===== config.mk =====
export PLATFORM = sky130hd
export DESIGN_NAME = manchester_edge_frame_receiver_flat
export DESIGN_NICKNAME = d
export VERILOG_FILES = /design/src/hdl/mefr_pkg.sv /design/src/hdl/mefr_if.sv /design/src/hdl/manchester_edge_frame_receiver.sv /design/src/flat_wrapper.sv
export SDC_FILE = /design/constraint.sdc
export NUM_CORES = 1
export LEC_CHECK = 0
export BUFFER_PORTS_ARGS = -buffer_cell sky130_fd_sc_hd__buf_2
export CAP_MARGIN = 40
export CORE_UTILIZATION = 40
export DETAILED_ROUTE_END_ITERATION = 10
export GPL_TIMING_DRIVEN = 0
export PLACE_DENSITY = 0.56
export SETUP_SLACK_MARGIN = 0.02
export SYNTH_ARGS = -nofsm -noshare
export SYNTH_HDL_FRONTEND = slang
export SYNTH_SLANG_ARGS = --single-unit

===== constraint.sdc =====
create_clock -name clk -period 8.9 [get_ports clk]
set_input_delay 0.445 -clock clk [delete_from_list [all_inputs] [get_ports clk]]
set_output_delay 0.445 -clock clk [all_outputs]
set_load 0.05 [all_outputs]

===== src/hdl/mefr_pkg.sv =====
`timescale 1ns / 1ps
// -----------------------------------------------------------------------------
// mefr_pkg: shared types, constants and functions
// Frame geometry, register layout and group decode helpers for the
// Manchester edge frame receiver.
// -----------------------------------------------------------------------------
package mefr_pkg;

	localparam int FRAME_SLOTS = 44;
	localparam int GROUP_BITS  = 11;
	localparam int TIME_WIDTH  = 16;

	localparam int CFG_W   = 16;
	localparam int BYTE_W  = 8;
	localparam int APB_DW  = 32;
	localparam int APB_AW  = 4;

	localparam int LAST_SLOT = FRAME_SLOTS - 1;
	localparam int SLOT_W    = $clog2(FRAME_SLOTS);
	localparam int BITS_KEPT = 2 * GROUP_BITS;
	localparam int BIT_IDX_W = $clog2(BITS_KEPT);
	localparam int BIT_CNT_W = $clog2(BITS_KEPT + 1);
	localparam int CMP_W     = (TIME_WIDTH > CFG_W) ? TIME_WIDTH : CFG_W;

	localparam logic [CFG_W-1:0] SHORT_MIN_RST = CFG_W'(19);
	localparam logic [CFG_W-1:0] SHORT_MAX_RST = CFG_W'(28);
	localparam logic [CFG_W-1:0] LONG_MIN_RST  = CFG_W'(44);
	localparam logic [CFG_W-1:0] LONG_MAX_RST  = CFG_W'(56);

	typedef enum logic [1:0] {
		REG_SHORT_MIN = 2'd0,
		REG_SHORT_MAX = 2'd1,
		REG_LONG_MIN  = 2'd2,
		REG_LONG_MAX  = 2'd3
	} cfg_reg_t;

	typedef logic [BITS_KEPT-1:0] frame_bits_t;

	// Payload of one group, first received payload bit ends up as the MSB.
	function automatic logic [BYTE_W-1:0] group_payload(input frame_bits_t b, input int base);
		logic [BYTE_W-1:0] v;
		v = '0;
		for (int k = 2; k + 1 < GROUP_BITS; k++) begin
			v = {v[BYTE_W-2:0], b[base + k]};
		end
		return v;
	endfunction

	// Two start bits of one and a stop bit of zero.
	function automatic logic group_ok(input frame_bits_t b, input int base);
		return b[base] & b[base + 1] & ~b[base + GROUP_BITS - 1];
	endfunction

endpackage


===== src/hdl/mefr_if.sv =====
`timescale 1ns / 1ps
// -----------------------------------------------------------------------------
// mefr_if: handshake channels of the frame receiver
// Edge channel (action plus timestamp) and result channel (two bytes and
// the framing flag), each with valid/ready.
// -----------------------------------------------------------------------------
interface mefr_edge_if import mefr_pkg::*; ();
	logic                  valid;
	logic                  ready;
	logic                  action;
	logic [TIME_WIDTH-1:0] edge_time;

	modport source (output valid, output action, output edge_time, input ready);
	modport sink   (input valid, input action, input edge_time, output ready);
endinterface

interface mefr_result_if import mefr_pkg::*; ();
	logic              valid;
	logic              ready;
	logic              frame_ok;
	logic [BYTE_W-1:0] low_byte;
	logic [BYTE_W-1:0] high_byte;

	modport source (output valid, output frame_ok, output low_byte, output high_byte,
		input ready);
	modport sink   (input valid, input frame_ok, input low_byte, input high_byte,
		output ready);
endinterface


===== src/hdl/manchester_edge_frame_receiver.sv =====
`timescale 1ns / 1ps
// -----------------------------------------------------------------------------
// manchester_edge_frame_receiver: Manchester frame decoder on edge timestamps
// Turns captured line-edge times into half-bit slots, decodes slot pairs into
// bits and reports the two payload bytes of a frame with a framing flag.
// -----------------------------------------------------------------------------
// Usage:
// The edge_in channel carries one transaction per captured line edge
// (action 0, edge_time = timer value) and one per end of frame (action 1).
// Edge transactions produce nothing on frame_out; each end-of-frame
// transaction produces exactly one frame_out transaction with frame_ok,
// low_byte and high_byte, and then the frame state starts over.
// A transaction is taken into an input register and, for an end of frame,
// placed in the output register that drives frame_out once it is free. One
// transaction is accepted per cycle unless an end of frame waits on a stalled
// output. Slot pairs are turned into bits as the slots fill, so the end of
// frame needs no separate decoding step. The gap windows are written over the
// APB port; the user must write them only while the block is idle, which the
// block does not enforce. pready is always high and reads return them. Reset
// clears the frame state and loads the default windows (19..28 for one slot,
// 44..56 for two). If frame_out is stalled with a result waiting, edges keep
// flowing; a second end of frame waits in the input register.
// -----------------------------------------------------------------------------
module manchester_edge_frame_receiver import mefr_pkg::*; (
	input  logic              clk,
	input  logic              arst_n,
	mefr_edge_if.sink         edge_in,
	mefr_result_if.source     frame_out,
	input  logic              psel,
	input  logic              penable,
	input  logic              pwrite,
	input  logic [APB_AW-1:0] paddr,
	input  logic [APB_DW-1:0] pwdata,
	output logic [APB_DW-1:0] prdata,
	output logic              pready
);

	// Configuration registers.
	logic [CFG_W-1:0] short_min_q, short_max_q, long_min_q, long_max_q;
	cfg_reg_t         reg_sel;

	// Input register.
	logic                  valid_s1;
	logic                  action_s1;
	logic [TIME_WIDTH-1:0] time_s1;

	// Frame state.
	logic [TIME_WIDTH-1:0] prev_time_q;
	logic                  seen_q;
	logic                  level_q;
	logic                  pend_q;      // value of the open pair's even slot
	logic [SLOT_W-1:0]     slot_cnt_q;  // next slot to be written
	frame_bits_t           bits_q;
	logic [BIT_CNT_W-1:0]  nbits_q;

	// Output register.
	logic              out_valid_q;
	logic              out_ok_q;
	logic [BYTE_W-1:0] out_lo_q, out_hi_q;

	logic                  out_free, adv;
	logic [TIME_WIDTH-1:0] gap;
	logic [CMP_W-1:0]      gap_x;
	logic                  in_short, in_long;
	logic                  w1, w2, append;
	logic [SLOT_W:0]       cnt_x;

	assign reg_sel = cfg_reg_t'(paddr[3:2]);
	assign pready  = 1'b1;

	always_comb begin
		unique case (reg_sel)
			REG_SHORT_MIN: prdata = APB_DW'(short_min_q);
			REG_SHORT_MAX: prdata = APB_DW'(short_max_q);
			REG_LONG_MIN:  prdata = APB_DW'(long_min_q);
			REG_LONG_MAX:  prdata = APB_DW'(long_max_q);
			default:       prdata = '0;
		endcase
	end

	always_ff @(posedge clk or negedge arst_n) begin
		if (!arst_n) begin
			short_min_q <= SHORT_MIN_RST;
			short_max_q <= SHORT_MAX_RST;
			long_min_q  <= LONG_MIN_RST;
			long_max_q  <= LONG_MAX_RST;
		end else if (psel && penable && pwrite && pready) begin
			unique case (reg_sel)
				REG_SHORT_MIN: short_min_q <= pwdata[CFG_W-1:0];
				REG_SHORT_MAX: short_max_q <= pwdata[CFG_W-1:0];
				REG_LONG_MIN:  long_min_q  <= pwdata[CFG_W-1:0];
				REG_LONG_MAX:  long_max_q  <= pwdata[CFG_W-1:0];
				default: ;
			endcase
		end
	end

	// An edge never needs the output register; an end of frame moves on only
	// when the output register is empty or being emptied.
	assign out_free      = !out_valid_q || frame_out.ready;
	assign adv           = valid_s1 && (!action_s1 || out_free);
	assign edge_in.ready = !valid_s1 || adv;

	always_ff @(posedge clk or negedge arst_n) begin
		if (!arst_n) begin
			valid_s1 <= 1'b0;
		end else if (edge_in.ready) begin
			valid_s1 <= edge_in.valid;
		end
	end

	always_ff @(posedge clk) begin
		if (edge_in.ready && edge_in.valid) begin
			action_s1 <= edge_in.action;
			time_s1   <= edge_in.edge_time;
		end
	end

	// Gap classification, short window first. Before the first edge of a
	// frame no gap is measured.
	assign gap      = time_s1 - prev_time_q;
	assign gap_x    = CMP_W'(gap);
	assign in_short = seen_q && gap_x >= CMP_W'(short_min_q) && gap_x <= CMP_W'(short_max_q);
	assign in_long  = seen_q && !in_short &&
		gap_x >= CMP_W'(long_min_q) && gap_x <= CMP_W'(long_max_q);

	// At most two slots per edge, and the last slot is never written. Writing
	// an odd slot closes a pair; a pair of unequal slots yields its second one
	// as a bit. Two slots of one edge starting at an even slot close a pair of
	// equal values, which yields nothing.
	assign cnt_x  = {1'b0, slot_cnt_q};
	assign w1     = (in_short || in_long) && cnt_x < (SLOT_W + 1)'(LAST_SLOT);
	assign w2     = in_long && (cnt_x + 1'b1) < (SLOT_W + 1)'(LAST_SLOT);
	assign append = w1 && slot_cnt_q[0] && (pend_q != level_q);

	always_ff @(posedge clk or negedge arst_n) begin
		if (!arst_n) begin
			prev_time_q <= '0;
			seen_q      <= 1'b0;
			level_q     <= 1'b0;
			pend_q      <= 1'b0;
			slot_cnt_q  <= SLOT_W'(1);
			bits_q      <= '0;
			nbits_q     <= '0;
		end else if (adv) begin
			if (action_s1) begin
				// A still open pair at the end of frame pairs with a zero slot
				// and can only add a zero bit, which the cleared vector holds.
				prev_time_q <= '0;
				seen_q      <= 1'b0;
				level_q     <= 1'b0;
				pend_q      <= 1'b0;
				slot_cnt_q  <= SLOT_W'(1);
				bits_q      <= '0;
				nbits_q     <= '0;
			end else begin
				prev_time_q <= time_s1;
				seen_q      <= 1'b1;
				level_q     <= ~level_q;
				if ((w1 && !slot_cnt_q[0]) || (w2 && slot_cnt_q[0])) begin
					pend_q <= level_q;
				end
				slot_cnt_q <= slot_cnt_q + SLOT_W'(w1) + SLOT_W'(w2);
				if (append && nbits_q < BIT_CNT_W'(BITS_KEPT)) begin
					bits_q[nbits_q[BIT_IDX_W-1:0]] <= level_q;
					nbits_q                        <= nbits_q + 1'b1;
				end
			end
		end
	end

	always_ff @(posedge clk or negedge arst_n) begin
		if (!arst_n) begin
			out_valid_q <= 1'b0;
		end else if (adv && action_s1) begin
			out_valid_q <= 1'b1;
		end else if (frame_out.ready) begin
			out_valid_q <= 1'b0;
		end
	end

	always_ff @(posedge clk) begin
		if (adv && action_s1) begin
			out_ok_q <= group_ok(bits_q, 0) & group_ok(bits_q, GROUP_BITS);
			out_lo_q <= group_payload(bits_q, 0);
			out_hi_q <= group_payload(bits_q, GROUP_BITS);
		end
	end

	assign frame_out.valid     = out_valid_q;
	assign frame_out.frame_ok  = out_ok_q;
	assign frame_out.low_byte  = out_lo_q;
	assign frame_out.high_byte = out_hi_q;

	// The bit counter saturates at the number of bits the two groups use.
	a_nbits_bound: assert property (@(posedge clk) disable iff (!arst_n)
		nbits_q <= BIT_CNT_W'(BITS_KEPT))
		else $error("decoded bit count beyond the two groups");

	// The last slot of the frame is never written.
	a_slot_bound: assert property (@(posedge clk) disable iff (!arst_n)
		{1'b0, slot_cnt_q} <= (SLOT_W + 1)'(LAST_SLOT))
		else $error("slot counter past the last writable slot");

	// An end of frame leaves a fully cleared frame behind.
	a_clear: assert property (@(posedge clk) disable iff (!arst_n)
		adv && action_s1 |=> slot_cnt_q == SLOT_W'(1) && nbits_q == '0 && !seen_q &&
			!level_q && bits_q == '0)
		else $error("frame state not cleared after end of frame");

	// A result appears only for an end of frame that moved on.
	a_result_src: assert property (@(posedge clk) disable iff (!arst_n)
		$rose(out_valid_q) |-> $past(adv && action_s1))
		else $error("result produced without an end of frame");

	// An edge waiting in the input register never blocks the input.
	a_edge_flows: assert property (@(posedge clk) disable iff (!arst_n)
		valid_s1 && !action_s1 |-> edge_in.ready)
		else $error("edge transaction stalled the input");

endmodule

===== src/flat_wrapper.sv =====
// flat-port wrapper written by rule: the top's interface ports become plain ports
module manchester_edge_frame_receiver_flat import mefr_pkg::*;
  (clk, arst_n, psel, penable, pwrite, paddr, pwdata, prdata, pready, edge_in_valid, edge_in_action, edge_in_edge_time, edge_in_ready, frame_out_valid, frame_out_frame_ok, frame_out_low_byte, frame_out_high_byte, frame_out_ready);
  mefr_edge_if edge_in_i ();
  mefr_result_if frame_out_i ();
  input  logic clk;
  input  logic arst_n;
  input  logic psel;
  input  logic penable;
  input  logic pwrite;
  input  logic [APB_AW-1:0] paddr;
  input  logic [APB_DW-1:0] pwdata;
  output logic [APB_DW-1:0] prdata;
  output logic pready;
  input wire logic [$bits(edge_in_i.valid)-1:0] edge_in_valid;
  input wire logic [$bits(edge_in_i.action)-1:0] edge_in_action;
  input wire logic [$bits(edge_in_i.edge_time)-1:0] edge_in_edge_time;
  output wire logic [$bits(edge_in_i.ready)-1:0] edge_in_ready;
  output wire logic [$bits(frame_out_i.valid)-1:0] frame_out_valid;
  output wire logic [$bits(frame_out_i.frame_ok)-1:0] frame_out_frame_ok;
  output wire logic [$bits(frame_out_i.low_byte)-1:0] frame_out_low_byte;
  output wire logic [$bits(frame_out_i.high_byte)-1:0] frame_out_high_byte;
  input wire logic [$bits(frame_out_i.ready)-1:0] frame_out_ready;
  assign edge_in_i.valid = edge_in_valid;
  assign edge_in_i.action = edge_in_action;
  assign edge_in_i.edge_time = edge_in_edge_time;
  assign edge_in_ready = edge_in_i.ready;
  assign frame_out_valid = frame_out_i.valid;
  assign frame_out_frame_ok = frame_out_i.frame_ok;
  assign frame_out_low_byte = frame_out_i.low_byte;
  assign frame_out_high_byte = frame_out_i.high_byte;
  assign frame_out_i.ready = frame_out_ready;
  manchester_edge_frame_receiver u_core (.clk(clk), .arst_n(arst_n), .edge_in(edge_in_i), .frame_out(frame_out_i), .psel(psel), .penable(penable), .pwrite(pwrite), .paddr(paddr), .pwdata(pwdata), .prdata(prdata), .pready(pready));
endmodule

==> After elaboration in Yosys (flattened, before gate mapping) <==
Index checks and enable logic that the tools add are counted.
{ "word_totals": {"ff_bits": 152, "latchBits": 0, "ramBits": 0, "romBits": 0, "in_bits": 60, "out_inout_bits": 52, "n_memories": 0} }
{ "classes": {"add_sub_neg": 5, "multipliers": 0, "div": 0, "magnitude_cmp": 9, "eq_ne": 4, "n_shift": 0, "n_mux": 16, "bitwise": 8, "reduce_logical": 38} }
{ "ops": {"columns": ["op", "n"], "rows": [
  ["$pmux 32 s4", 1],
  ["$mux 22", 2],
  ["$ge 16x16->1", 2],
  ["$le 16x16->1", 2],
  ["$bwmux 22", 1],
  ["$logic_and 1x1->1", 18],
  ["$mux 16", 1],
  ["$sub 16x16->16", 1],
  ["$add 6x1->6", 2],
  ["$reduce_and 2->1", 6],
  ["$mux 5", 2],
  ["$add 6x1->7 const B", 1],
  ["$lt 7x6->1 const B", 1],
  ["$mux 1", 7],
  ["$lt 5x6->1 const B", 1],
  ["$lt 6x6->1 const B", 1],
  ["$mux 6", 1],
  ["$reduce_bool 2->1", 3],
  ["$add 5x1->5 const B", 1],
  ["$and 1x1->1", 5],
  ["$demux 1 s5", 1],
  ["$ge 5x1->1 const B", 1],
  ["$logic_not 1->1", 5],
  ["$logic_or 1x1->1", 5],
  ["other kinds (6)", 9]
]} }

==> Depth between registers and ports, before layout <==
{ "depth": {"depth_word": 15, "mapped_depth": 25, "mapped_depth_nobuf": 25} }

==> Worst setup path after synthesis <==
OpenSTA, ideal clock, no wires.
{ "synth_path": {"kind": "reg2reg", "startpoint": "register u_core.prev_time_q[0]", "endpoint": "register u_core.slot_cnt_q[4]", "setup_time_ns": 0.129, "t_arrival_ns": 5.267, "t_required_ns": 8.771, "path_slack_ns": 3.504, "stages_incl_launch_ff": 24, "path_buffers": 0, "path_cell_list": "dfrtp_1 > ha_1 > fa_1 > nor2b_1 > o21ai_0 > a21boi_0 > o2111ai_1 > a21boi_0 > o311ai_0 > o311ai_0 > ha_1 > a21oi_1 > nand2_1 > a22o_1 > or4_1 > a32oi_2 > and3b_1 > ha_1 > o211ai_1 > nand2_1 > ha_1 > a31oi_1 > o21ai_0 > o21ai_0"} }
{ "synth_between": {"elab_chain_cells": 13} }
{ "synth_lines": {"columns": ["element", "line_no", "text"], "rows": [
  ["from (decl)", "manchester_edge_frame_receiver.sv:48", "logic [TIME_WIDTH-1:0] prev_time_q;"],
  ["from (signal assigned)", "manchester_edge_frame_receiver.sv:157", "prev_time_q <= time_s1;"],
  ["$sub 16x16->16 *", "manchester_edge_frame_receiver.sv:121", "assign gap = time_s1 - prev_time_q;"],
  ["$ge 16x16->1", "manchester_edge_frame_receiver.sv:123", "assign in_short = seen_q && gap_x >= CMP_W'(short_min_q) && gap_x <= CMP_W'(short_max_q);"],
  ["$logic_and 1x1->1 (2 in a row)", "manchester_edge_frame_receiver.sv:123", null],
  ["$logic_not 1->1", "manchester_edge_frame_receiver.sv:124", "assign in_long = seen_q && !in_short &&"],
  ["$logic_and 1x1->1 (2 in a row)", "manchester_edge_frame_receiver.sv:124", null],
  ["$logic_and 1x1->1", "manchester_edge_frame_receiver.sv:125", "gap_x >= CMP_W'(long_min_q) && gap_x <= CMP_W'(long_max_q);"],
  ["$logic_or 1x1->1", "manchester_edge_frame_receiver.sv:132", "assign w1 = (in_short || in_long) && cnt_x < (SLOT_W + 1)'(LAST_SLOT);"],
  ["$logic_and 1x1->1", "manchester_edge_frame_receiver.sv:132", null],
  ["$add 6x1->6", "manchester_edge_frame_receiver.sv:163", "slot_cnt_q <= slot_cnt_q + SLOT_W'(w1) + SLOT_W'(w2);"],
  ["$add 6x1->6 *", "manchester_edge_frame_receiver.sv:163", null],
  ["$mux 6 *", "manchester_edge_frame_receiver.sv:146", "if (action_s1) begin"],
  ["to (signal assigned)", "manchester_edge_frame_receiver.sv:163", null],
  ["to (decl)", "manchester_edge_frame_receiver.sv:52", "logic [SLOT_W-1:0] slot_cnt_q;"]
]} }
Every way passes the cells marked *; elsewhere a longest branch is shown, timed or not.
A chain may end at the register's enable or synchronous reset.

==> Final worst setup path <==
Same ends and word-level chain as after synthesis.

==> results_dict.tcl <==
set metrics [dict create \
    synth_top_family_by_area "simple AND/OR/NAND/NOR gates" \
    whs_ns 0.1751 \
    crit_path_max_fanout 5 \
    synth_compound_area_share_pct 10.85 \
    finalSetupViolations 0 \
    critPathLaunchType "register" \
    cts.sinks 152 \
    syn_area_sq_um 8899 \
    grt_overflow 0 \
    hold_class "input port to register" \
    synthArstFlopShare_pct 77.63 \
    powerDensity_nw_per_um2 236.7 \
    syn2layout_area_growth_pct 15.62 \
    crit_type "register to register" \
    power_frac_comb_pct 35.5 \
    wl_per_cell_um 16.83 \
    synth_edf_count 34 \
    final.period_utilization_pct 70.94 \
    synth_mux_area_share_pct 11.05 \
    period_needed_ns 6.314 \
    leakage_nw 4.588 \
    cts_resized 0 \
    cts_buffers 17 \
    vias_per_cell 5.136 \
    yosysWarnings 0 \
    start_util_pct 40.78 \
    hpwl_um 15880 \
    arrival_ns 6.63 \
    finalInstanceArea_sq_um 10290 \
    dieArea_sq_um 22850 \
    hold_viol 0 \
    numPortBuffers 76 \
    crit_path_end_kind "register" \
    htree_levels 4 \
    synth_xor_area_share_pct 1.280 \
    ys_seq_area_share_pct 44.84 \
    yosys.area_share.simple_pct 12.75 \
    slew_headroom_pct 40.49 \
    grt_antenna_before_repair 0 \
    p_seq_share_pct 36.5 \
    rows 54 \
    antenna-diode-count 0 \
    drtIter0Drc 336 \
    firstDrtPassIters 4 \
    cts.path.max_buffers 2 \
    gp_congestion 0.8334 \
    synth_fa_ha_area_share_pct 12.32 \
    wirelength_um 21320 \
    grt_pass1_vias 6273 \
    sw_frac_of_total_pct 37.59 \
    status "complete, no violations" \
    final_cells 1267 \
    nNetsFinal 1121 \
    yosysUniqueCellTypes 58 \
    max_freq_mhz 158.4 \
    cap_viol_max_count 0 \
    grt_pass1_wl_um 33990 \
    final_util_pct 47.14 \
    clock_latency_ns 0.44 \
    die_x_um 151.2 \
    p_clk_share_pct 27.9 \
    worst_clock_skew_ns 0.01094 \
    cp_data_required_time_ns 9.21 \
    synth_ff_type "dfrtp_1" \
    clockRootBuffer "clkbuf_16" \
    synth_cells 860 \
    path_clk_slew_ns 0.07 \
    rsz0062_at_grt "no" \
    grt_start_max_net_pins 69 \
    n_fill_cell 2087 \
    slew_violations 0 \
    place_area_sq_um 9736 \
    io-pin-count 112 \
    p_int_mw 1.520 \
    layout-drive-gt1-share_pct 20.06 \
    synth_seq_cells 152 \
    drcViolationCount 0 \
    switching_power_mw 0.9155 \
    postSynthAreaPerCell_sq_um 10.35 \
    dp.cells 1234 \
    die_h_um 151.2 \
    postRouteAntennaNets 0 \
    grt_use_total_pct 19.89 \
    tns_ns 0 \
    ir_worst_vdd_mv 0.09083 \
    core_sq_um 21820 \
    tightest_slew_ns 0.8846 \
    cts_tree "done" \
    num_vias 6507 \
]
==> cell usage after synthesis (4+ instances only) <==
master    instances  area [sq um]
o21a_1            8         60.06
a211oi_1          4         30.03
ha_1             86          1076
a21boi_0          6         45.04
o211ai_1          8         60.06
nand2b_1         16         100.1
dfstp_2          13         341.6
nor4_1           24         150.1
a31oi_1           5         31.28
o21ai_0          74         370.4
mux4_2           16         360.4
edfxtp_1         34          1021
a21oi_1          27         135.1
or4_1             5         37.54
nor3_1            6         30.03
xnor2_1          10         87.58
dfrtp_1         105          2628
nand4_1           9         56.30
buf_4            17         127.6
mux2i_1          24         240.2
nor2b_1           7         43.79
nand3_1          27         135.1
o31ai_1           4         30.03
nand2_1          94         352.8
and3_1            5         31.28
a21o_1            5         37.54
inv_1            92         345.3
mux2_2           34         382.9
clkbuf_1         29         108.9
nor2_1           25         93.84
==> layer usage <==
layer / vias up / wire (um) / track usage, %
met5: - / 0 / 0
met1: 3125 / 10810 / 28.50
met3: 18 / 667 / 3.464
li1: 3244 / - / -
met2: 120 / 9593 / 30.73
met4: 0 / 248 / 5.700
==> layout make-up <==
type | instances | area (sq um) | area share, %
multi-input cells | 581 | 4358 | 42.36
flip-flops and latches | 152 | 3990 | 38.78
repair buffers | 80 | 440.4 | 4.281
clock buffers | 17 | 425.4 | 4.135
well taps | 280 | 350.3 | 3.405
inverters | 92 | 345.3 | 3.356
plain buffers | 50 | 261.5 | 2.542
clock inverters | 15 | 117.6 | 1.143
==> cells in the final DEF (no fill, tap or decap), types with 9 or more instances in the layout <==
cell type / Yosys / final
a21oi_1: 27 / 27
buf_2: 2 / 78
buf_4: 17 / 17
clkbuf_1: 29 / 29
clkbuf_16: 0 / 17
conb_1: 2 / 17
dfrtp_1: 105 / 105
dfstp_2: 13 / 13
edfxtp_1: 34 / 34
ha_1: 86 / 86
inv_1: 92 / 92
mux2_2: 34 / 34
mux2i_1: 24 / 24
mux4_2: 16 / 16
nand2_1: 94 / 94
nand2b_1: 16 / 16
nand3_1: 27 / 27
nand4_1: 9 / 9
nor2_1: 25 / 25
nor4_1: 24 / 24
o21ai_0: 74 / 74
xnor2_1: 10 / 10
==> repair_timing <==
item / 4_1_cts / 5_1_grt
hold endpoints to repair: 38 / 0
hold buffers: 1 / 0
setup buffers: 0 / 0
==> registers in the layout, indices dropped and copies added, names as in the netlist <==
signal and cells:
u_core.short_min_q 16, u_core.frame_out.high_byte 8, u_core.frame_out.frame_ok 1, u_core.time_s1 16, u_core.action_s1 1, u_core.seen_q 1, u_core.nbits_q 5, u_core.frame_out.low_byte 8
u_core.long_min_q 16, u_core.bits_q 22, u_core.long_max_q 16, u_core.slot_cnt_q 6, u_core.valid_s1 1, u_core.prev_time_q 16, u_core.level_q 1, u_core.pend_q 1
u_core.frame_out.valid 1, u_core.short_max_q 16
==> worst paths after layout <==
check / start / to / slack [ns] / cells after the start
max: u_core.prev_time_q[0]$_DFFE_PN0P_ / u_core.slot_cnt_q[4]$_DFFE_PN0P_ / 2.59 / 24
max reg2reg: u_core.prev_time_q[0]$_DFFE_PN0P_ / u_core.slot_cnt_q[4]$_DFFE_PN0P_ / 2.59 / 24
min: edge_in_edge_time[14] / u_core.time_s1[14]$_DFFE_PP_ / 0.18 / 1
min reg2reg: u_core.bits_q[15]$_DFFE_PN0P_ / u_core.frame_out.high_byte[5]$_DFFE_PP_ / 0.45 / 0
max in group asynchronous: arst_n / u_core.slot_cnt_q[0]$_DFFE_PN1P_ / 7.62 / 3
min in group asynchronous: arst_n / u_core.short_min_q[12]$_DFFE_PN0P_ / 0.51 / 2
==> per-stage QoR <==
step | setup WS, ns | total power [mW]
final | 2.586 | 2.436
after global routing | 2.215 | 2.611
after CTS | 2.639 | 2.459
after detailed placement | 2.639 | 1.762
after global placement | 2.210 | 1.744
after floorplan | 3.504 | 1.536
==> kinds of logic after synthesis <==
group | after synthesis
xor gates and xnor gates | 13
DFF | 152
and+or+nand+nor | 232
other | 2
buffers and inverters | 142
AOI/OAI and AO/OA | 158
muxes | 74
adders and majority gates | 87
==> power by group through the flow <==
stage               logic, mW  registers, mW  clock network, mW
floorplan               0.644          0.892                  0
global placement        0.846          0.899                  0
detailed placement      0.859          0.903                  0
CTS                     0.866          0.890              0.703
global route            0.980          0.905              0.726
finish                  0.865          0.890              0.680
==> critical path, stage by stage, from the launching register on <==
cell and delay, ns:
dfrtp_1 0.38, ha_1 0.23, fa_1 0.41, nor2b_1 0.12, o21ai_0 0.10, a21boi_0 0.41
o2111ai_1 0.21, a21boi_0 0.23, o311ai_0 0.22, o311ai_0 0.65, buf_2 0.28, ha_1 0.26
nand4_1 0.16, nor4_1 0.11, a21boi_0 0.15, or4_1 0.50, a32oi_2 0.37, and3b_1 0.23
ha_1 0.30, o211ai_1 0.18, nand2_1 0.15, ha_1 0.21, a31oi_1 0.09, o21ai_0 0.15
o21ai_0 0.10
Power figures use the tool's default switching activity.
